===== src/hdl/cfp_pkg.sv =====
// cfp_pkg: types and constants shared by the command frame parser
// front end, transaction queue and result back end; no dependencies
`default_nettype none

package cfp_pkg;

  typedef enum logic [2:0] {
    PH_HUNT   = 3'd0,
    PH_OP     = 3'd1,
    PH_TARGET = 3'd2,
    PH_LEN    = 3'd3,
    PH_DATA   = 3'd4,
    PH_CHECK  = 3'd5
  } phase_e;

  typedef enum logic [1:0] {
    RES_CMD      = 2'd0,
    RES_DATA     = 2'd1,
    RES_BADCHECK = 2'd2,
    RES_OVERFLOW = 2'd3
  } res_type_e;

  typedef enum logic [1:0] {
    BK_IDLE  = 2'd0,
    BK_HEAD  = 2'd1,
    BK_FETCH = 2'd2,
    BK_DATA  = 2'd3
  } back_state_e;

  localparam logic [7:0] CFG_START       = 8'd0;
  localparam logic [7:0] CFG_OP_REQ_ALL  = 8'd1;
  localparam logic [7:0] CFG_OP_WRITE    = 8'd2;
  localparam logic [7:0] CFG_OP_READ     = 8'd3;

  localparam logic [7:0] START_RESET     = 8'd60;
  localparam logic [7:0] OP_REQ_ALL_RST  = 8'd0;
  localparam logic [7:0] OP_WRITE_RST    = 8'd1;
  localparam logic [7:0] OP_READ_RST     = 8'd2;

  typedef struct packed {
    logic [7:0] start_byte;
    logic [7:0] op_req_all;
    logic [7:0] op_write;
    logic [7:0] op_read;
  } cfg_t;

  // one frame outcome handed from front end to back end
  typedef struct packed {
    res_type_e  rtype;
    logic [7:0] operation;
    logic [7:0] target;
    logic [7:0] length;
    logic       is_write;
  } cmd_t;

endpackage

`default_nettype wire


===== src/hdl/cfp_front.sv =====
// cfp_front: frame hunt and parse of received bytes, payload capture and
// checksum; pushes frame outcomes into the queue; uses cfp_pkg
`default_nettype none

module cfp_front #(
  parameter int MAX_PAYLOAD = 32,
  parameter int AW = 5
) (
  input  wire             clk_i,
  input  wire             rst_ni,
  input  cfp_pkg::cfg_t   cfg_i,
  input  wire             rx_valid_i,
  output logic            rx_ready_o,
  input  wire  [7:0]      rx_byte_i,
  input  wire             back_busy_i,
  input  wire             q_full_i,
  output logic            push_o,
  output cfp_pkg::cmd_t   push_cmd_o,
  output logic            mem_we_o,
  output logic [AW-1:0]   mem_waddr_o,
  output logic [7:0]      mem_wdata_o
);

  localparam logic [7:0] MaxLen = 8'(MAX_PAYLOAD);

  cfp_pkg::phase_e phase_q, phase_d;
  logic [7:0] op_q, op_d;
  logic [7:0] tgt_q, tgt_d;
  logic [7:0] len_q, len_d;
  logic [7:0] rem_q, rem_d;
  logic [7:0] chk_q, chk_d;
  logic       acc;
  logic       op_ok;
  logic [7:0] idx;

  assign acc   = rx_valid_i && rx_ready_o;
  assign op_ok = (rx_byte_i == cfg_i.op_req_all) || (rx_byte_i == cfg_i.op_write) ||
                 (rx_byte_i == cfg_i.op_read);
  assign idx   = len_q - rem_q;

  always_comb begin
    case (phase_q)
      cfp_pkg::PH_LEN,
      cfp_pkg::PH_CHECK: rx_ready_o = !q_full_i;
      cfp_pkg::PH_DATA:  rx_ready_o = !back_busy_i;
      default:           rx_ready_o = 1'b1;
    endcase
  end

  always_comb begin
    phase_d = phase_q;
    op_d    = op_q;
    tgt_d   = tgt_q;
    len_d   = len_q;
    rem_d   = rem_q;
    chk_d   = chk_q;
    if (acc) begin
      case (phase_q)
        cfp_pkg::PH_OP: begin
          if (op_ok) begin
            op_d    = rx_byte_i;
            chk_d   = chk_q ^ rx_byte_i;
            phase_d = cfp_pkg::PH_TARGET;
          end else begin
            op_d    = 8'd0;
            phase_d = cfp_pkg::PH_HUNT;
          end
        end
        cfp_pkg::PH_TARGET: begin
          tgt_d   = rx_byte_i;
          chk_d   = chk_q ^ rx_byte_i;
          phase_d = cfp_pkg::PH_LEN;
        end
        cfp_pkg::PH_LEN: begin
          len_d = rx_byte_i;
          rem_d = rx_byte_i;
          chk_d = chk_q ^ rx_byte_i;
          if (rx_byte_i > MaxLen) begin
            phase_d = cfp_pkg::PH_HUNT;
          end else if (rx_byte_i != 8'd0) begin
            phase_d = cfp_pkg::PH_DATA;
          end else begin
            phase_d = cfp_pkg::PH_CHECK;
          end
        end
        cfp_pkg::PH_DATA: begin
          chk_d = chk_q ^ rx_byte_i;
          rem_d = rem_q - 8'd1;
          if (rem_q == 8'd1) begin
            phase_d = cfp_pkg::PH_CHECK;
          end
        end
        cfp_pkg::PH_CHECK: begin
          phase_d = cfp_pkg::PH_HUNT;
        end
        default: begin
          phase_d = cfp_pkg::PH_HUNT;
          if (rx_byte_i == cfg_i.start_byte) begin
            chk_d   = rx_byte_i;
            phase_d = cfp_pkg::PH_OP;
          end
        end
      endcase
    end
  end

  always_comb begin
    push_o     = 1'b0;
    push_cmd_o = '{rtype: cfp_pkg::RES_CMD, operation: op_q, target: tgt_q,
                   length: len_q, is_write: 1'b0};
    mem_we_o   = 1'b0;
    if (acc) begin
      case (phase_q)
        cfp_pkg::PH_LEN: begin
          if (rx_byte_i > MaxLen) begin
            push_o            = 1'b1;
            push_cmd_o.rtype  = cfp_pkg::RES_OVERFLOW;
            push_cmd_o.length = rx_byte_i;
          end
        end
        cfp_pkg::PH_DATA: begin
          mem_we_o = 1'b1;
        end
        cfp_pkg::PH_CHECK: begin
          push_o = 1'b1;
          if (rx_byte_i == chk_q) begin
            push_cmd_o.rtype    = cfp_pkg::RES_CMD;
            push_cmd_o.is_write = (op_q == cfg_i.op_write) && (len_q != 8'd0);
          end else begin
            push_cmd_o.rtype = cfp_pkg::RES_BADCHECK;
          end
        end
        default: ;
      endcase
    end
  end

  assign mem_waddr_o = idx[AW-1:0];
  assign mem_wdata_o = rx_byte_i;

  always_ff @(posedge clk_i or negedge rst_ni) begin
    if (!rst_ni) begin
      phase_q <= cfp_pkg::PH_HUNT;
      op_q    <= 8'd0;
      tgt_q   <= 8'd0;
      len_q   <= 8'd0;
      rem_q   <= 8'd0;
      chk_q   <= 8'd0;
    end else begin
      phase_q <= phase_d;
      op_q    <= op_d;
      tgt_q   <= tgt_d;
      len_q   <= len_d;
      rem_q   <= rem_d;
      chk_q   <= chk_d;
    end
  end

endmodule

`default_nettype wire


===== src/hdl/cfp_fifo.sv =====
// cfp_fifo: two-entry queue of frame outcomes between front end and
// back end; uses cfp_pkg
`default_nettype none

module cfp_fifo (
  input  wire            clk_i,
  input  wire            rst_ni,
  input  wire            push_i,
  input  cfp_pkg::cmd_t  push_cmd_i,
  input  wire            pop_i,
  output cfp_pkg::cmd_t  head_o,
  output logic           full_o,
  output logic           empty_o
);

  cfp_pkg::cmd_t mem_q [2];
  logic       wptr_q, wptr_d;
  logic       rptr_q, rptr_d;
  logic [1:0] cnt_q, cnt_d;
  logic       do_push, do_pop;

  assign full_o  = (cnt_q == 2'd2);
  assign empty_o = (cnt_q == 2'd0);
  assign do_push = push_i && !full_o;
  assign do_pop  = pop_i && !empty_o;
  assign head_o  = mem_q[rptr_q];

  always_comb begin
    wptr_d = wptr_q ^ do_push;
    rptr_d = rptr_q ^ do_pop;
    cnt_d  = cnt_q + {1'b0, do_push} - {1'b0, do_pop};
  end

  always_ff @(posedge clk_i) begin
    if (do_push) begin
      mem_q[wptr_q] <= push_cmd_i;
    end
  end

  always_ff @(posedge clk_i or negedge rst_ni) begin
    if (!rst_ni) begin
      wptr_q <= 1'b0;
      rptr_q <= 1'b0;
      cnt_q  <= 2'd0;
    end else begin
      wptr_q <= wptr_d;
      rptr_q <= rptr_d;
      cnt_q  <= cnt_d;
    end
  end

endmodule

`default_nettype wire


===== src/hdl/cfp_back.sv =====
// cfp_back: payload memory and result sequencer; pops frame outcomes and
// emits the command, error and payload results; uses cfp_pkg
`default_nettype none

module cfp_back #(
  parameter int MAX_PAYLOAD = 32,
  parameter int AW = 5
) (
  input  wire             clk_i,
  input  wire             rst_ni,
  input  wire             mem_we_i,
  input  wire  [AW-1:0]   mem_waddr_i,
  input  wire  [7:0]      mem_wdata_i,
  input  cfp_pkg::cmd_t   head_i,
  input  wire             q_empty_i,
  output logic            pop_o,
  output logic            busy_o,
  output logic            res_valid_o,
  input  wire             res_ready_i,
  output logic [1:0]      result_type_o,
  output logic [7:0]      operation_o,
  output logic [7:0]      target_o,
  output logic [7:0]      payload_length_o,
  output logic [7:0]      data_byte_o,
  output logic            last_o
);

  logic [7:0] mem_q [MAX_PAYLOAD];
  logic [7:0] rd_q;

  cfp_pkg::back_state_e state_q, state_d;
  cfp_pkg::cmd_t cur_q, cur_d;
  logic [AW-1:0] idx_q, idx_d;
  logic          acc;
  logic          at_end;

  assign acc    = res_valid_o && res_ready_i;
  assign at_end = ((8'(idx_q) + 8'd1) == cur_q.length);

  always_ff @(posedge clk_i) begin
    if (mem_we_i) begin
      mem_q[mem_waddr_i] <= mem_wdata_i;
    end
    rd_q <= mem_q[idx_q];
  end

  always_comb begin
    state_d = state_q;
    cur_d   = cur_q;
    idx_d   = idx_q;
    pop_o   = 1'b0;
    case (state_q)
      cfp_pkg::BK_IDLE: begin
        if (!q_empty_i) begin
          pop_o   = 1'b1;
          cur_d   = head_i;
          idx_d   = '0;
          state_d = cfp_pkg::BK_HEAD;
        end
      end
      cfp_pkg::BK_HEAD: begin
        if (acc) begin
          state_d = cur_q.is_write ? cfp_pkg::BK_FETCH : cfp_pkg::BK_IDLE;
        end
      end
      cfp_pkg::BK_FETCH: begin
        state_d = cfp_pkg::BK_DATA;
      end
      cfp_pkg::BK_DATA: begin
        if (acc) begin
          if (at_end) begin
            state_d = cfp_pkg::BK_IDLE;
          end else begin
            idx_d   = idx_q + AW'(1);
            state_d = cfp_pkg::BK_FETCH;
          end
        end
      end
      default: begin
        state_d = cfp_pkg::BK_IDLE;
      end
    endcase
  end

  always_comb begin
    res_valid_o      = 1'b0;
    result_type_o    = cur_q.rtype;
    data_byte_o      = 8'd0;
    last_o           = 1'b1;
    busy_o           = 1'b1;
    operation_o      = cur_q.operation;
    target_o         = cur_q.target;
    payload_length_o = cur_q.length;
    case (state_q)
      cfp_pkg::BK_IDLE: begin
        busy_o = 1'b0;
      end
      cfp_pkg::BK_HEAD: begin
        res_valid_o = 1'b1;
        last_o      = !cur_q.is_write;
      end
      cfp_pkg::BK_DATA: begin
        res_valid_o   = 1'b1;
        result_type_o = cfp_pkg::RES_DATA;
        data_byte_o   = rd_q;
        last_o        = at_end;
      end
      default: begin
        last_o = 1'b0;
      end
    endcase
  end

  always_ff @(posedge clk_i or negedge rst_ni) begin
    if (!rst_ni) begin
      state_q <= cfp_pkg::BK_IDLE;
      idx_q   <= '0;
    end else begin
      state_q <= state_d;
      idx_q   <= idx_d;
    end
  end

  always_ff @(posedge clk_i) begin
    cur_q <= cur_d;
  end

endmodule

`default_nettype wire


===== src/hdl/command_frame_parser_xor_check.sv =====
// Command frame parser with XOR checksum. Received bytes are taken one per
// cycle by the front end when it does not stall (start byte hunt, opcode
// match, target, length, payload, checksum); payload bytes are written to a
// MAX_PAYLOAD-entry memory. Each finished frame leaves one outcome in a
// two-entry queue, and the back end turns it into results: it pops the
// queue, presents the command or error result, then for each payload byte of
// a write reads the memory and then presents the byte.
// Payload bytes of a new frame stall while the queue or the back end still
// hold work, since front and back end share the payload memory. The register
// port is always ready; writes beyond the four registers are ignored.
// Depends on cfp_pkg, cfp_front, cfp_fifo and cfp_back.
`default_nettype none

module command_frame_parser_xor_check #(
  parameter int MAX_PAYLOAD = 32
) (
  input  wire        clk_i,
  input  wire        rst_ni,
  input  wire        cfg_valid_i,
  output logic       cfg_ready_o,
  input  wire  [7:0] cfg_index_i,
  input  wire  [7:0] cfg_data_i,
  input  wire        rx_valid_i,
  output logic       rx_ready_o,
  input  wire  [7:0] rx_byte_i,
  output logic       res_valid_o,
  input  wire        res_ready_i,
  output logic [1:0] result_type_o,
  output logic [7:0] operation_o,
  output logic [7:0] target_o,
  output logic [7:0] payload_length_o,
  output logic [7:0] data_byte_o,
  output logic       last_o
);

  localparam int AW = (MAX_PAYLOAD > 1) ? $clog2(MAX_PAYLOAD) : 1;

  cfp_pkg::cfg_t cfg_q, cfg_d;
  cfp_pkg::cmd_t push_cmd, head;
  logic          push, pop, q_full, q_empty, back_busy;
  logic          mem_we;
  logic [AW-1:0] mem_waddr;
  logic [7:0]    mem_wdata;

  assign cfg_ready_o = 1'b1;

  always_comb begin
    cfg_d = cfg_q;
    if (cfg_valid_i) begin
      case (cfg_index_i)
        cfp_pkg::CFG_START:      cfg_d.start_byte = cfg_data_i;
        cfp_pkg::CFG_OP_REQ_ALL: cfg_d.op_req_all = cfg_data_i;
        cfp_pkg::CFG_OP_WRITE:   cfg_d.op_write   = cfg_data_i;
        cfp_pkg::CFG_OP_READ:    cfg_d.op_read    = cfg_data_i;
        default: ;
      endcase
    end
  end

  always_ff @(posedge clk_i or negedge rst_ni) begin
    if (!rst_ni) begin
      cfg_q <= '{start_byte: cfp_pkg::START_RESET, op_req_all: cfp_pkg::OP_REQ_ALL_RST,
                 op_write: cfp_pkg::OP_WRITE_RST, op_read: cfp_pkg::OP_READ_RST};
    end else begin
      cfg_q <= cfg_d;
    end
  end

  cfp_front #(
    .MAX_PAYLOAD(MAX_PAYLOAD),
    .AW(AW)
  ) u_front (
    .clk_i       (clk_i),
    .rst_ni      (rst_ni),
    .cfg_i       (cfg_q),
    .rx_valid_i  (rx_valid_i),
    .rx_ready_o  (rx_ready_o),
    .rx_byte_i   (rx_byte_i),
    .back_busy_i (back_busy),
    .q_full_i    (q_full),
    .push_o      (push),
    .push_cmd_o  (push_cmd),
    .mem_we_o    (mem_we),
    .mem_waddr_o (mem_waddr),
    .mem_wdata_o (mem_wdata)
  );

  cfp_fifo u_fifo (
    .clk_i      (clk_i),
    .rst_ni     (rst_ni),
    .push_i     (push),
    .push_cmd_i (push_cmd),
    .pop_i      (pop),
    .head_o     (head),
    .full_o     (q_full),
    .empty_o    (q_empty)
  );

  logic bk_busy;

  assign back_busy = bk_busy || !q_empty;

  cfp_back #(
    .MAX_PAYLOAD(MAX_PAYLOAD),
    .AW(AW)
  ) u_back (
    .clk_i            (clk_i),
    .rst_ni           (rst_ni),
    .mem_we_i         (mem_we),
    .mem_waddr_i      (mem_waddr),
    .mem_wdata_i      (mem_wdata),
    .head_i           (head),
    .q_empty_i        (q_empty),
    .pop_o            (pop),
    .busy_o           (bk_busy),
    .res_valid_o      (res_valid_o),
    .res_ready_i      (res_ready_i),
    .result_type_o    (result_type_o),
    .operation_o      (operation_o),
    .target_o         (target_o),
    .payload_length_o (payload_length_o),
    .data_byte_o      (data_byte_o),
    .last_o           (last_o)
  );

endmodule

`default_nettype wire


===== config.mk =====
export PLATFORM = sky130hd
export DESIGN_NAME = command_frame_parser_xor_check
export DESIGN_NICKNAME = d
export VERILOG_FILES = /design/src/hdl/cfp_pkg.sv /design/src/hdl/cfp_front.sv /design/src/hdl/cfp_fifo.sv /design/src/hdl/cfp_back.sv /design/src/hdl/command_frame_parser_xor_check.sv
export SDC_FILE = /design/constraint.sdc
export NUM_CORES = 1
export LEC_CHECK = 0
export BUFFER_PORTS_ARGS = -buffer_cell sky130_fd_sc_hd__buf_4
export CELL_PAD_IN_SITES_DETAIL_PLACEMENT = 0
export CELL_PAD_IN_SITES_GLOBAL_PLACEMENT = 1
export CORE_ASPECT_RATIO = 1.1
export CORE_MARGIN = 5
export CORE_UTILIZATION = 25
export DETAILED_ROUTE_END_ITERATION = 8
export PLACE_DENSITY = 0.46
export SLEW_MARGIN = 20
export SYNTH_ARGS = -nofsm -noshare
export SYNTH_HDL_FRONTEND = slang
export SYNTH_SLANG_ARGS = --single-unit

===== constraint.sdc =====
create_clock -name clk_i -period 5.5 [get_ports clk_i]
set_input_delay 0.55 -clock clk_i [delete_from_list [all_inputs] [get_ports clk_i]]
set_output_delay 0.55 -clock clk_i [all_outputs]
set_load 0.005 [all_outputs]

# Word-level counts from Yosys, hierarchy flattened

Memory sizes are Yosys's and may differ from the RTL's. A register that Yosys moved wholly into a read port is not among the register bits.
Index checks and enable logic that the tools add are counted.

Register bits after elaboration: 86
Memory bits (writable): 310
Input bits: 29
Output and inout bits: 38
Word-level logic and storage cells: 138
Memories kept: 2

Memory list:

| name         | depth | width | rd ports | clocked after Yosys merged registers in | wr ports | line           | text |
|---|---|---|---|---|---|---|---|
| u_back.mem_q | 32    | 8     | 1        | 1                                       | 1        | cfp_back.sv:28 | `logic [7:0] mem_q [MAX_PAYLOAD];` |
| u_fifo.mem_q | 2     | 27    | 1        | 1                                       | 1        | cfp_fifo.sv:16 | `cfp_pkg::cmd_t mem_q [2];` |

Add/sub/neg operators: 6
Magnitude comparators: 1
Eq/ne operators: 26
Multiplexer cells: 47
Bitwise logic cells: 5
Reductions and logical operators: 36

Operators by type and width:

| kind                  | number |
|---|---|
| $eq A8 B8 Y1          | 7 |
| $mux W8               | 6 |
| $pmux W8 S3           | 1 |
| $mux W2               | 10 |
| $reduce_and A2 Y1     | 10 |
| $eq A8 B1 Y1 const B  | 2 |
| $eq A8 B2 Y1 const B  | 2 |
| $mux W1               | 16 |
| $pmux W8 S2           | 1 |
| $reduce_bool A8 Y1    | 2 |
| $mux W5               | 3 |
| $pmux W3 S5           | 1 |
| $pmux W5 S2           | 1 |
| $mux W9               | 1 |
| $gt A8 B6 Y1 const B  | 1 |
| $logic_not A8 Y1      | 1 |
| $ne A2 B1 Y1 const B  | 4 |
| $pmux W2 S4           | 1 |
| $reduce_and A4 Y1     | 2 |
| $sub A8 B1 Y8 const B | 1 |
| $xor A8 B8 Y8         | 1 |
| $add A5 B1 Y6 const B | 1 |
| $eq A2 B2 Y1 const B  | 3 |
| $eq A3 B2 Y1 const B  | 2 |
| other kinds (23)      | 41 |

# Depth between registers and ports, before layout

Word-level depth: 10
Gate-level depth with buffers: 10
Gate-level depth less buffers: 9

# Cells and area by module

Synthesis repeated with hierarchy kept, for this count alone.

Cells, all modules: 1114
Area total of the unflattened synthesis: 18372.6 µm²

Modules (own cells, without submodules):

| module                         | instances | cells each | area an instance (µm²) | seq. area each (µm²) |
|---|---|---|---|---|
| cfp_back                       | 1         | 573        | 11707.5                | 8833.5 |
| cfp_front                      | 1         | 361        | 3116.7                 | 1076.0 |
| cfp_fifo                       | 1         | 104        | 2267.2                 | 1721.7 |
| command_frame_parser_xor_check | 1         | 76         | 1281.2                 | 808.3 |

# Least setup slack after synthesis

OpenSTA, ideal clock, no wires.

Path kind: register to register
From: register u_back.state_q[0]
To: register u_back.idx_q[3]
Setup time: 69 ps
Data arrival time: 3878 ps
Data required time: 5431 ps
Path slack: 1553 ps
Stages on the path, launching flop included: 6
Buffers on the path: 1
Period minus slack after synthesis: 3947 ps
Cells stage by stage: dfrtp_1 -> clkbuf_1 -> nor3_1 -> o21ai_1 -> or4_1 -> nand3_1

Longest elaborated chain between the ends: 6
Elaborated cells on any way between the ends: 12
Those cells by class: 5 x eq/ne; 2 x mux; 5 x reduce/logical

RTL lines:

| what                                         | line                           | text |
|---|---|---|
| start, declared                              | cfp_back.sv:31                 | `cfp_pkg::back_state_e state_q, state_d;` |
| start signal, assigned                       | cfp_back.sv:116                | `state_q <= cfp_pkg::BK_IDLE;` |
| start signal, assigned                       | cfp_back.sv:119                | `state_q <= state_d;` |
| $eq A2 B1 Y1 or $eq A2 B2 Y1 (tied branches) | cfp_back.sv:94, cfp_back.sv:52 |  |
| $reduce_or A2 Y1 (no source line)            | --                             |  |
| $mux W1                                      | cfp_back.sv:94                 | `case (state_q)` |
| $logic_and A1 B1 Y1                          | cfp_back.sv:37                 | `assign acc = res_valid_o && res_ready_i;` |
| $ne A2 B1 Y1 (no source line)                | --                             |  |
| $reduce_and A4 Y1 (no source line)           | --                             |  |
| end signal, assigned                         | cfp_back.sv:120                | `idx_q <= idx_d;` |
| end, declared                                | cfp_back.sv:33                 | `logic [AW-1:0] idx_q, idx_d;` |

Parallel ways exist; a longest one is shown, timed or not.
A chain may end at the register's enable or synchronous reset.

# Final worst setup path

From: register u_back.idx_q[1]
To: output last_o

Longest elaborated chain between the ends: 3

RTL lines:

| what          | line                                 | text |
|---|---|---|
| $add A5 B1 Y6 | cfp_back.sv:38                       | `assign at_end = ((8'(idx_q) + 8'd1) == cur_q.length);` |
| $eq A8 B8 Y1  | cfp_back.sv:38                       |  |
| $pmux W1 S3   | cfp_back.sv:94                       |  |
| end, declared | command_frame_parser_xor_check.sv:33 | `output logic last_o` |

No other way between the ends.

==> impl_results.md <==
- Kind of critical path: flop to output pin
- Startpoint types: flop
- Final setup TNS: 0 ns
- GRT Util Overall: 11.3%
- Chip height: 292 um
- Place WS: 2.09 ns
- DP Area: 0.0194 mm^2
- Syn Nets: 1122
- Num CTS Buffers: 47
- Drt pass-1 iters: 5
- M3 GR Usage: 1.90%
- Maxcap violations: 0
- Area growth syn-to-layout: 16.3%
- First-pass GRT wire length: 66200 um
- Register area share after synthesis: 68.9%
- Unrepaired setup endpoints after global routing: false
- Skew-Pair Late Insertion Delay: 0.59 ns
- Sw Pwr: 2.89 mW
- Rows: 103
- Post-route setup slack: 1.89 ns
- Worst Path Required: 4.95 ns
- Worst slew pin tran: 1.00 ns
- Die area: 0.0777 mm^2
- Flops & latches, synth: 431
- Critical path depth in cells: 6
- Delay of the slowest critical-path stage: 0.87 ns
- Routability cong.: 0.724
- Share of layout cells above drive strength 1: 28.0%
- CP Capture Type: output pin
- Worst-path clk slew: 0.06 ns
- Synth Instances: 1081
- Synth cell types: 54
- Dpl hpwl: 28100 um
- CP max stage cell: dfrtp_2
- Starting Density: 25.2%
- Max-slew violations: 0
- Cell leakage power: 7.14 nW
- Period utilization: 65.6%
- Core Region: 0.0717 mm^2
- Avg Synthesized Cell Area: 16.7 um^2
- Worst VDD drop: 0.201 mV
- Via count: 9292
- Critical Path, Cell by Cell: ha_1, nand3_1, or3_1, a211o_1, o21ai_0, buf_4
- I/O pin total: 67
- Met2 GRT Util: 20.0%
- Power density over the cells: 460 mW/mm^2
- FF-to-FF setup slack: 2.08 ns
- Yosys warns: 0
- Vias in the first global route: 9979
- H-tree depth: 2
- Post-Route Skew: 0.0216 ns
- Total wire length: 44300 um
- CTS tree: built
- CP endpoint: last_o
- Number of post-CTS setup repair buffers: 0
- Hold Crit Class: input pin to flop
- Largest net degree at the start of global routing: 47
- Sw Ratio: 29.9%
- Synth Flop Type: edfxtp_1
- Hold Violations, Final: 0
- Final instance area: 0.0210 mm^2
- Grt met1 use: 14.2%
- Max clock buf depth: 3
- CP max FO: 30
- CP delay by family, top: flip-flops
- Minimum clock period after layout: 3.61 ns
- Seq pwr share: 43.1%
- First DRT Iteration DRCs: 527
- WP buf/inv: 1
- Post-synth EDFFs: 337
- Die Wd: 266 um
- Reg2reg end: u_back.mem_q[21][4]
- Reg2reg start: u_front.phase_q[1]
- CP arrival: 3.06 ns
- Initial antenna violation count: 3
- Net count, final: 1175
- Status: completed
- IO Port Bufs: 65
- Clock power frac: 33.2%
- Busiest grt layer: met2
- Crit path from: u_back.idx_q[1]
- Reg2reg path depth: 6
- Final Hold Slack: 0.216 ns
- ANT nets after route: 0
- Post-synth ARST share: 20.0%
- Clock sink count: 431
- Int Pwr: 6.78 mW
- Fmax: 277 MHz
- Mapped Area: 0.0181 mm^2
- Routed length per placed instance: 20.9 um
- DRC Markers: 0
- Overflow after GRT: 0
- Hold Path Depth: 2
- Comb pwr share: 23.7%
- Number of setup violations in the final report: 0
- DR vias/cell: 4.39
- Slew headroom: 33.1%
- Root Driver: clkbuf_16
[Yosys cell counts (16+ instances only)]
master	count	area share (%)
o21ai_0	33	0.91
nor2b_1	18	0.62
edfxtp_1	337	56
nand3_1	25	0.69
xor2_1	30	1.5
a21oi_1	17	0.47
nor2_1	51	1.1
inv_1	16	0.33
buf_4	25	1.0
mux4_2	80	10
nand2_1	84	1.7
mux2_2	79	4.9
clkbuf_1	34	0.71
dfrtp_1	80	11
xnor2_1	28	1.4
[state kept, by name, indices dropped and copies added, names as in the netlist]
name / flops
u_fifo.mem_q: 54
u_fifo.wptr_q: 1
u_front.len_q: 8
u_back.target_o: 8
u_back.state_q: 2
u_back.mem_q: 256
u_front.chk_q: 8
cfg_q: 32
u_back.rd_q: 8
u_back.operation_o: 8
u_front.op_q: 8
u_fifo.cnt_q: 2
u_front.phase_q: 3
u_fifo.rptr_q: 1
u_back.cur_q: 3
u_back.payload_length_o: 8
u_front.rem_q: 8
u_back.idx_q: 5
u_front.tgt_q: 8
[worst register-to-register path: stages (launching register included)]
cell and delay, ns:
dfrtp_1 0.45, inv_1 0.15, nand2_1 0.09, nor2_1 0.74, nand3_1 0.28, or3_1 0.56, nor2_1 0.76
[kinds of logic (layout without fill, tap and decap cells)]
kind of cell    Yosys count  in the layout  share of synthesized area, %
simple gates            243            243                          6.73
buf+inv                  89            181                          2.59
mux                     167            167                          15.3
fa+ha+maj                12             12                         0.873
compound gates           80             80                          2.76
flops                   431            431                          68.9
other cells               1              2                        0.0208
xor+xnor                 58             58                          2.81
[power groups by stage]
stage	Combinational (mW)	Sequential, mW	Clock [mW]
after floorplan	1.76	4.00	0
after global placement	2.35	4.24	0
after detailed placement	2.35	4.25	0
after CTS	2.37	4.18	3.33
after global routing	2.53	4.21	3.46
final	2.29	4.16	3.21
[cell usage in the layout, fill, tap and decap left out, drive strengths merged, types with 3 or more instances in the layout]
| master | Yosys | routed |
|---|---|---|
| edfxtp | 337 | 337 |
| nand2 | 84 | 84 |
| mux4 | 80 | 80 |
| dfrtp | 80 | 80 |
| mux2 | 79 | 79 |
| buf | 39 | 76 |
| clkbuf | 34 | 55 |
| nor2 | 51 | 51 |
| o21ai | 34 | 34 |
| xor2 | 30 | 30 |
| xnor2 | 28 | 28 |
| nand3 | 25 | 25 |
| clkinv | 0 | 21 |
| nor2b | 18 | 18 |
| a21oi | 18 | 18 |
| inv | 16 | 18 |
| nor4 | 17 | 17 |
| and3 | 12 | 12 |
| ha | 11 | 11 |
| nor3 | 10 | 10 |
| nand4 | 9 | 9 |
| o211ai | 9 | 9 |
| mux2i | 8 | 8 |
| dfxtp | 8 | 8 |
| dfstp | 6 | 6 |
| bufinv | 0 | 6 |
| a21o | 4 | 4 |
| clkinvlp | 0 | 4 |
| or3 | 3 | 3 |
| and2 | 3 | 3 |
| a22oi | 3 | 3 |
| o22ai | 3 | 3 |
[per-layer routing]
metal	vias up	wire length (um)
met4	0	1100
met1	4821	18700
met2	160	23000
met3	62	1490
li1	4249	-
met5	-	0
[how the worst min path moves through the flow]
stage                           to             start
4_1_cts          u_back.state_q[0]       res_ready_i
3_3_place_gp   u_fifo.mem_q[0][12]  u_front.tgt_q[3]
2_1_floorplan             cfg_q[0]            rst_ni
3_5_place_dp   u_fifo.mem_q[0][12]  u_front.tgt_q[3]
6_report         u_back.state_q[0]       res_ready_i
5_1_grt          u_back.state_q[0]       res_ready_i
[what timing repair did]
item | 4_1_cts | 5_1_grt
endpoints found under the hold margin | 39 | 0
hold buffers | 1 | 0
resized for setup | 0 | 0
[final cells by class]
type | instances | area [um^2]
Clock inverter | 33 | 338
Timing Repair Buffer | 77 | 581
Tap cell | 945 | 1180
Multi-Input combinational cell | 561 | 5160
Fill cell | 7154 | 50700
Clock buffer | 55 | 1230
Antenna cell | 1 | 2.50
Inverter | 16 | 60.1
Sequential cell | 431 | 12400
[per-stage QoR]
step	util [%]	total power, mW	cells
CTS	29.3	9.88	2118
floorplan	-	5.76	1081
finish	29.3	9.67	2119
global route	29.3	10.2	2118
global placement	27.1	6.60	2029
detailed placement	27.1	6.60	2029
Power figures use the tool's default switching activity.
